File: src/rtl/core/bqd_pkg.sv
`default_nettype none

package bqd_pkg;

  localparam int SAMPLE_WIDTH_DEF = 24;
  localparam int COEF_WIDTH_DEF   = 32;

  localparam int STATE_WIDTH = 48;
  localparam int STATE_FRAC  = 44;
  localparam int TERM_WIDTH  = STATE_WIDTH - 1;
  localparam int ACC_WIDTH   = STATE_WIDTH + 3;

  localparam int NUM_COEFS = 5;
  localparam int REG_IDX_W = 3;

  typedef enum logic [REG_IDX_W-1:0] {
    COEF_B0 = 3'd0,
    COEF_B1 = 3'd1,
    COEF_B2 = 3'd2,
    COEF_A1 = 3'd3,
    COEF_A2 = 3'd4
  } coef_sel_t;

  typedef enum logic [1:0] {
    ACC_HOLD,
    ACC_ADD_D1,
    ACC_ADD_D2,
    ACC_SUB
  } acc_op_t;

  typedef enum logic [1:0] {
    ACC2_HOLD,
    ACC2_LOAD,
    ACC2_SUB
  } acc2_op_t;

  typedef struct packed {
    logic      load_x;
    coef_sel_t coef_sel;
    logic      mul_y;
    acc_op_t   acc_op;
    acc2_op_t  acc2_op;
    logic      load_y;
    logic      load_d1;
    logic      load_d2;
    logic      load_out;
  } dp_cmd_t;

endpackage

`default_nettype wire

File: src/rtl/core/bqd_ctrl.sv
`default_nettype none

module bqd_ctrl (
  input  wire logic             clk,
  input  wire logic             rst_n,
  input  wire logic             in_valid,
  output logic                  in_ready,
  output logic                  out_valid,
  input  wire logic             out_ready,
  output bqd_pkg::dp_cmd_t      cmd
);

  typedef enum logic [2:0] {
    ST_IDLE,
    ST_MUL0,
    ST_ACC0,
    ST_RND,
    ST_FB1,
    ST_FB2,
    ST_UPD,
    ST_PUT
  } state_t;

  state_t state_r;
  state_t state_nxt;
  logic   out_valid_r;
  logic   out_valid_nxt;
  logic   slot_free;

  assign slot_free = !out_valid_r || out_ready;
  assign in_ready  = (state_r == ST_IDLE);
  assign out_valid = out_valid_r;

  always_comb begin
    cmd          = '0;
    cmd.coef_sel = bqd_pkg::COEF_B0;
    cmd.acc_op   = bqd_pkg::ACC_HOLD;
    cmd.acc2_op  = bqd_pkg::ACC2_HOLD;
    state_nxt    = state_r;
    unique case (state_r)
      ST_IDLE: begin
        cmd.load_x = in_valid;
        if (in_valid) begin
          state_nxt = ST_MUL0;
        end
      end
      ST_MUL0: begin
        cmd.coef_sel = bqd_pkg::COEF_B0;
        state_nxt    = ST_ACC0;
      end
      ST_ACC0: begin
        cmd.acc_op   = bqd_pkg::ACC_ADD_D1;
        cmd.coef_sel = bqd_pkg::COEF_B1;
        state_nxt    = ST_RND;
      end
      ST_RND: begin
        cmd.load_y   = 1'b1;
        cmd.acc_op   = bqd_pkg::ACC_ADD_D2;
        cmd.coef_sel = bqd_pkg::COEF_B2;
        state_nxt    = ST_FB1;
      end
      ST_FB1: begin
        cmd.acc2_op  = bqd_pkg::ACC2_LOAD;
        cmd.coef_sel = bqd_pkg::COEF_A1;
        cmd.mul_y    = 1'b1;
        state_nxt    = ST_FB2;
      end
      ST_FB2: begin
        cmd.acc_op   = bqd_pkg::ACC_SUB;
        cmd.coef_sel = bqd_pkg::COEF_A2;
        cmd.mul_y    = 1'b1;
        state_nxt    = ST_UPD;
      end
      ST_UPD: begin
        cmd.load_d1 = 1'b1;
        cmd.acc2_op = bqd_pkg::ACC2_SUB;
        state_nxt   = ST_PUT;
      end
      ST_PUT: begin
        cmd.load_d2  = 1'b1;
        cmd.load_out = slot_free;
        if (slot_free) begin
          state_nxt = ST_IDLE;
        end
      end
      default: begin
        state_nxt = ST_IDLE;
      end
    endcase
  end

  always_comb begin
    out_valid_nxt = out_valid_r;
    if (cmd.load_out) begin
      out_valid_nxt = 1'b1;
    end else if (out_ready) begin
      out_valid_nxt = 1'b0;
    end
  end

  always_ff @(posedge clk) begin
    if (!rst_n) begin
      state_r     <= ST_IDLE;
      out_valid_r <= 1'b0;
    end else begin
      state_r     <= state_nxt;
      out_valid_r <= out_valid_nxt;
    end
  end

endmodule

`default_nettype wire

File: src/rtl/core/bqd_datapath.sv
`default_nettype none

module bqd_datapath #(
  parameter int SAMPLE_WIDTH = bqd_pkg::SAMPLE_WIDTH_DEF,
  parameter int COEF_WIDTH   = bqd_pkg::COEF_WIDTH_DEF
) (
  input  wire logic                                  clk,
  input  wire logic                                  rst_n,
  input  wire bqd_pkg::dp_cmd_t                      cmd,
  input  wire logic signed [SAMPLE_WIDTH-1:0]        sample_in,
  output logic signed [SAMPLE_WIDTH-1:0]             sample_out,
  input  wire logic                                  cfg_we,
  input  wire logic [bqd_pkg::REG_IDX_W-1:0]         cfg_index,
  input  wire logic [COEF_WIDTH-1:0]                 cfg_data
);

  localparam int SW = SAMPLE_WIDTH;
  localparam int CW = COEF_WIDTH;
  localparam int PW = SW + CW;
  localparam int TW = bqd_pkg::TERM_WIDTH;
  localparam int AW = bqd_pkg::ACC_WIDTH;
  localparam int DW = bqd_pkg::STATE_WIDTH;
  localparam int PROD_SHIFT = (SW - 1) + (CW - 2) - bqd_pkg::STATE_FRAC;
  localparam int OUT_SHIFT  = bqd_pkg::STATE_FRAC - (SW - 1);

  localparam logic signed [AW-1:0] RND_HALF = {{(AW-1){1'b0}}, 1'b1} << (OUT_SHIFT - 1);
  localparam logic signed [AW-1:0] Y_MAX    = ({{(AW-1){1'b0}}, 1'b1} << (SW - 1)) - 1;
  localparam logic signed [AW-1:0] Y_MIN    = -Y_MAX - 1;
  localparam logic signed [AW-1:0] D_MAX    = ({{(AW-1){1'b0}}, 1'b1} << (DW - 1)) - 1;
  localparam logic signed [AW-1:0] D_MIN    = -D_MAX - 1;
  localparam logic [CW-1:0]        B0_RESET = {{(CW-1){1'b0}}, 1'b1} << (CW - 2);

  logic signed [CW-1:0] b0_r, b1_r, b2_r, a1_r, a2_r;
  logic signed [SW-1:0] x_r;
  logic signed [SW-1:0] y_r;
  logic signed [SW-1:0] out_r;
  logic signed [PW-1:0] prod_r;
  logic signed [AW-1:0] acc_r;
  logic signed [AW-1:0] acc2_r;
  logic signed [DW-1:0] d1_r;
  logic signed [DW-1:0] d2_r;

  logic signed [CW-1:0] mul_a;
  logic signed [SW-1:0] mul_b;
  logic signed [TW-1:0] term;
  logic signed [AW-1:0] rnd_sum;
  logic signed [AW-1:0] rnd_shift;
  logic signed [AW-1:0] y_sat;
  logic signed [AW-1:0] acc_sat;
  logic signed [AW-1:0] acc2_sat;

  always_comb begin
    unique case (cmd.coef_sel)
      bqd_pkg::COEF_B0: mul_a = b0_r;
      bqd_pkg::COEF_B1: mul_a = b1_r;
      bqd_pkg::COEF_B2: mul_a = b2_r;
      bqd_pkg::COEF_A1: mul_a = a1_r;
      bqd_pkg::COEF_A2: mul_a = a2_r;
      default:          mul_a = b0_r;
    endcase
  end

  assign mul_b = cmd.mul_y ? y_r : x_r;

  generate
    if (PROD_SHIFT >= 0) begin : g_shr
      logic signed [PW-1:0] prod_shr;
      assign prod_shr = prod_r >>> PROD_SHIFT;
      assign term     = prod_shr[TW-1:0];
    end else begin : g_shl
      logic signed [TW-1:0] prod_ext;
      assign prod_ext = TW'(prod_r);
      assign term     = prod_ext <<< (-PROD_SHIFT);
    end
  endgenerate

  assign rnd_sum   = acc_r + RND_HALF;
  assign rnd_shift = rnd_sum >>> OUT_SHIFT;
  assign y_sat     = (rnd_shift > Y_MAX) ? Y_MAX :
                     (rnd_shift < Y_MIN) ? Y_MIN : rnd_shift;
  assign acc_sat   = (acc_r > D_MAX) ? D_MAX :
                     (acc_r < D_MIN) ? D_MIN : acc_r;
  assign acc2_sat  = (acc2_r > D_MAX) ? D_MAX :
                     (acc2_r < D_MIN) ? D_MIN : acc2_r;

  assign sample_out = out_r;

  always_ff @(posedge clk) begin
    if (!rst_n) begin
      b0_r <= B0_RESET;
      b1_r <= '0;
      b2_r <= '0;
      a1_r <= '0;
      a2_r <= '0;
      d1_r <= '0;
      d2_r <= '0;
    end else begin
      if (cfg_we) begin
        unique case (cfg_index)
          bqd_pkg::COEF_B0: b0_r <= cfg_data;
          bqd_pkg::COEF_B1: b1_r <= cfg_data;
          bqd_pkg::COEF_B2: b2_r <= cfg_data;
          bqd_pkg::COEF_A1: a1_r <= cfg_data;
          bqd_pkg::COEF_A2: a2_r <= cfg_data;
          default: ;
        endcase
      end
      if (cmd.load_d1) begin
        d1_r <= acc_sat[DW-1:0];
      end
      if (cmd.load_d2) begin
        d2_r <= acc2_sat[DW-1:0];
      end
    end
  end

  always_ff @(posedge clk) begin
    prod_r <= mul_a * mul_b;
    if (cmd.load_x) begin
      x_r <= sample_in;
    end
    if (cmd.load_y) begin
      y_r <= y_sat[SW-1:0];
    end
    if (cmd.load_out) begin
      out_r <= y_r;
    end
    unique case (cmd.acc_op)
      bqd_pkg::ACC_HOLD:   acc_r <= acc_r;
      bqd_pkg::ACC_ADD_D1: acc_r <= AW'(d1_r) + AW'(term);
      bqd_pkg::ACC_ADD_D2: acc_r <= AW'(d2_r) + AW'(term);
      bqd_pkg::ACC_SUB:    acc_r <= acc_r - AW'(term);
      default:             acc_r <= acc_r;
    endcase
    unique case (cmd.acc2_op)
      bqd_pkg::ACC2_HOLD: acc2_r <= acc2_r;
      bqd_pkg::ACC2_LOAD: acc2_r <= AW'(term);
      bqd_pkg::ACC2_SUB:  acc2_r <= acc2_r - AW'(term);
      default:            acc2_r <= acc2_r;
    endcase
  end

endmodule

`default_nettype wire

File: src/rtl/core/biquad_tdf2_filter.sv
// A new sample is accepted only in the idle state, after the previous result
// has been loaded into the output register; the single shared multiplier forms
// the five coefficient products in turn, and a result still waiting stalls it.
// Configuration writes are taken in any cycle (cfg_ready is always high).
// Reset (rst_n low, synchronous) clears both delay words and restores the
// coefficients to b0 = 1.0 and b1 = b2 = a1 = a2 = 0.
`default_nettype none

module biquad_tdf2_filter #(
  parameter int SAMPLE_WIDTH = bqd_pkg::SAMPLE_WIDTH_DEF,
  parameter int COEF_WIDTH   = bqd_pkg::COEF_WIDTH_DEF
) (
  input  wire logic                                clk,
  input  wire logic                                rst_n,
  input  wire logic                                in_valid,
  output logic                                     in_ready,
  input  wire logic signed [SAMPLE_WIDTH-1:0]      in_sample_in,
  output logic                                     out_valid,
  input  wire logic                                out_ready,
  output logic signed [SAMPLE_WIDTH-1:0]           out_sample_out,
  input  wire logic                                cfg_valid,
  output logic                                     cfg_ready,
  input  wire logic [bqd_pkg::REG_IDX_W-1:0]       cfg_index,
  input  wire logic [COEF_WIDTH-1:0]               cfg_data
);

  bqd_pkg::dp_cmd_t cmd;

  assign cfg_ready = 1'b1;

  bqd_ctrl u_ctrl (
    .clk       (clk),
    .rst_n     (rst_n),
    .in_valid  (in_valid),
    .in_ready  (in_ready),
    .out_valid (out_valid),
    .out_ready (out_ready),
    .cmd       (cmd)
  );

  bqd_datapath #(
    .SAMPLE_WIDTH (SAMPLE_WIDTH),
    .COEF_WIDTH   (COEF_WIDTH)
  ) u_datapath (
    .clk        (clk),
    .rst_n      (rst_n),
    .cmd        (cmd),
    .sample_in  (in_sample_in),
    .sample_out (out_sample_out),
    .cfg_we     (cfg_valid),
    .cfg_index  (cfg_index),
    .cfg_data   (cfg_data)
  );

endmodule

`default_nettype wire

File: config.mk
export PLATFORM = sky130hd
export DESIGN_NAME = biquad_tdf2_filter
export DESIGN_NICKNAME = d
export VERILOG_FILES = /design/src/rtl/core/bqd_pkg.sv /design/src/rtl/core/bqd_ctrl.sv /design/src/rtl/core/bqd_datapath.sv /design/src/rtl/core/biquad_tdf2_filter.sv
export SDC_FILE = /design/constraint.sdc
export NUM_CORES = 2
export LEC_CHECK = 0
export ABC_AREA = 1
export BUFFER_PORTS_ARGS = -buffer_cell sky130_fd_sc_hd__buf_2
export CAP_MARGIN = 20
export CORE_ASPECT_RATIO = 1.4
export CORE_MARGIN = 10
export CORE_UTILIZATION = 35
export DETAILED_ROUTE_END_ITERATION = 8
export GPL_TIMING_DRIVEN = 1
export PLACE_DENSITY_LB_ADDON = 0.12
export RECOVER_POWER = 25
export SYNTH_ARGS = -nofsm -noshare
export SYNTH_HDL_FRONTEND = slang
export SYNTH_SLANG_ARGS = --single-unit
export TNS_END_PERCENT = 50
File: constraint.sdc
create_clock -name clk -period 12.3 [get_ports clk]
set_input_delay 2.46 -clock clk [delete_from_list [all_inputs] [get_ports clk]]
set_output_delay 2.46 -clock clk [all_outputs]
set_load 0.05 [all_outputs]
==> run summary <==
* **run status** finished, violations left
* **failing checks** max-capacitance violations, max-slew violations
* **Cell Int Power** 6.23 mW
* **data arrival time at the worst-slack endpoint** 11,330 ps
* **initial antenna violation count** 5
* **cell depth of the worst hold path** 2
* **maximum capacitance violations** 5
* **final weighted congestion in routability-driven placement** 0.992
* **clock latency on the worst-skew pair** 740 ps
* **combinational share of power** 0.709
* **number of clock sinks** 481
* **number of flops mapped to enable cells by yosys** 174
* **residual overflow from global routing** 0
* **vias per cell** 5.25
* **maximum number of pins on one net before global-route repair** 94
* **Syn-to-layout area delta** 8.85%
* **YS warnings** 0
* **Placement Rows** 179
* **final cell area excluding filler cells** 65,200 sq um
* **DRC violation total after the first TritonRoute iteration** 3,842
* **flop2flop setup slack** 1590 ps
* **cell chosen for the clock root** clkbuf_16
* **most common cell after layout, fill and taps aside** nand2_1
* **commonest cells after routing, fill and taps aside** nand2_1 (1,596), inv_1 (1,483), nor2_1 (1,124)
* **Num CTS Buffers** 60
* **count of cell types in the netlist** 57
* **final setup vio count** 0
* **Layout Nets** 9,314
* **maximum number of buffers from clock root to sink** 3
* **static power due to leakage** 30.4 nW
* **number of buffer cells added on primary ports** 89
* **I/O pin count** 91
* **setup TNS after final layout** 0 ps
* **R2R cell count** 28
* **first-pass GRT wire length** 408,000 microns
* **Mapped Cells** 8,119
* **Post-Route WL** 286,000 microns
* **synthesized area per cell** 7.38 sq um
* **Chip Height** 510 microns
* **final worst path period share** 0.870
* **#FFs+latches synth** 481
* **number of hold violations in the final report** 0
* **H-tree levels** 2
* **category of the most critical setup path** reg -> reg
* **Main synth FF type** dfxtp_1
* **hold-fix buffers at CTS** 0
* **# fillers** 18,200
* **sequential element share of the synthesized area** 0.190
* **critical path's slowest cell** nor2_1
* **met2 track demand over resource in global routing** 0.564
* **overall via count from detail_route** 54,800
* **power density over the cells** 228 nW/um^2
* **fraction of registers with async set/reset** 0
* **detailed placer's ending HPWL** 241,000 microns
* **Floorplan Core Area** 170,000 sq um
* **clock network fraction of total power** 0.133
* **grt peak-use layer** met2
* **CP required** 12,920 ps
* **largest fanout of any net on the critical path** 30
* **CTS tree** built
* **Die X** 370 microns
* **classification of the worst-slack hold path** reg -> reg
* **category of the worst setup path capture point** flip-flop
* **Switch Pwr** 8.68 mW
* **measured slew at the worst slew-check pin** 3740 ps
* **antenna-violating nets left** 0
* **Resized Gates After CTS** 0
* **share of post-route cells with drive strength above 1** 0.0497
* **Min Clock Period, post-route** 10,710 ps
* **kind of start point of the critical path** flip-flop
* **max-slew violation count** 282
* **CP max stage delay** 1030 ps
* **number of global-route vias before repair** 57,300
* **final routed DRC violation total** 0
* **drt wl/cell** 27.4 microns
* **switching share of power** 0.582
* **Max VDD drop** 0.233 mV
* **Global Route met3 Usage** 0.0310
* **met1 GRT Util** 0.311
* **initial core utilization** 0.353
* **maximum clock frequency** 93.4 MHz
* **detailed-router iteration count before antenna repair** 6
* **Clk pin slew, worst setup/hold paths** 60 ps
* **GRT Overall Usage** 0.299
* **area post-placement** 63,100 sq um
* **Hold Worst Slack** 447 ps
* **share of power burned in registers** 0.158
* **most used cell, CP** fa_1
* **RSZ-0062 raised after global routing** no
* **Max-slew headroom** -1.50
* **Post CTS Setup Buffer Count** 0
* **syn nets** 9,312
* **Synth Cell Area** 59,900 sq um
* **worst clock skew** 37.1 ps
* **area of the die** 188,000 sq um
* **Post-Route Utilization** 0.384
==> registers in the layout, indices dropped and copies added (netlist names) <==
name                   count
u_datapath.d2_r           48
u_datapath.a2_r           32
u_datapath.d1_r           48
u_datapath.sample_out     24
u_datapath.b2_r           32
u_datapath.acc_r          51
u_datapath.y_r            24
u_ctrl.out_valid           1
u_datapath.prod_r         47
u_ctrl.state_r             3
u_datapath.b0_r           32
u_datapath.a1_r           32
u_datapath.acc2_r         51
u_datapath.x_r            24
u_datapath.b1_r           32
==> routing by layer <==
layer  part of all wire  vias up
met4              0.080        2
met3              0.036      560
met2               0.53     1509
li1                   -    25500
met5           0.000045        -
met1               0.35    27300
==> final timing paths <==
kind,end,startpoint
min reg2reg,u_datapath.a1_r[6],u_datapath.a1_r[6]
min,u_datapath.a1_r[6],u_datapath.a1_r[6]
max,u_datapath.prod_r[45],u_ctrl.state_r[1]
max reg2reg,u_datapath.prod_r[45],u_ctrl.state_r[1]
==> power by group through the flow <==
stage,logic [mW],clock network [mW],registers [mW]
floorplan,6.38,0,2.07
global placement,10.6,0,2.37
detailed placement,10.5,0,2.36
CTS,10.6,2.03,2.33
global route,11.6,2.08,2.33
finish,10.6,1.98,2.35
==> Yosys cell counts (8+ instances only) <==
master | instances | area, sq um
nor4_1 | 38 | 238
inv_2 | 15 | 56.3
a31oi_1 | 66 | 413
nand3b_1 | 11 | 82.6
edfxtp_1 | 174 | 5230
xor2_1 | 96 | 841
dfxtp_1 | 307 | 6150
xnor2_1 | 35 | 307
o21ai_0 | 575 | 2880
a221oi_1 | 30 | 263
o21ai_1 | 8 | 40.0
inv_1 | 1485 | 5570
nand2_2 | 8 | 50.1
o21a_1 | 18 | 135
a21oi_1 | 486 | 2430
nand3_1 | 299 | 1500
fa_1 | 786 | 15700
a21o_1 | 32 | 240
clkbuf_1 | 166 | 623
nor3_1 | 75 | 375
buf_1 | 12 | 45.0
and3_1 | 9 | 56.3
nand2_1 | 1596 | 5990
o21ai_2 | 15 | 131
nand4_1 | 58 | 363
or2_2 | 39 | 244
a211oi_1 | 11 | 82.6
buf_2 | 72 | 360
nor2_1 | 1129 | 4240
o21bai_1 | 58 | 435
ha_1 | 343 | 4290
o211ai_1 | 11 | 82.6
==> cell families after synthesis <==
group	Yosys count	synth area share
compound gates	1338	0.123
xor+xnor	131	0.0191
fa+ha+maj	1129	0.334
buf+inv	1763	0.113
flops	481	0.190
other cells	1	0.0000626
simple gates	3276	0.221
==> stage by stage <==
step	power [mW]	cells	worst slack, ps
floorplan	8.44	8119	3600
global placement	13.0	10300	2310
detailed placement	12.9	10300	2430
CTS	15.0	10400	2350
global route	16.0	10400	1030
finish	14.9	10400	1590
==> area by class of cell <==
class                           instances  area (sq um)  share of cell area
Clock inverter                         31           402             0.00616
Sequential cell                       481         11400               0.174
Antenna cell                            2          5.00           0.0000767
Clock buffer                           83          1760              0.0270
Multi-Input combinational cell       5875         42000               0.643
Timing Repair Buffer                  198          1240              0.0190
Tap cell                             2262          2830              0.0434
Inverter                             1505          5650              0.0866
==> critical path: cells and delay by family, from the launching register on <==
kind                       cells  cell delay (ps)
AOI/OAI and AO/OA              6             1550
DFF                            1              520
and+or+nand+nor                8             2460
xor gates and xnor gates       1              230
adders and majority gates      8             4370
buffers and inverters          5             1450
(Power assumes the default switching activity.)
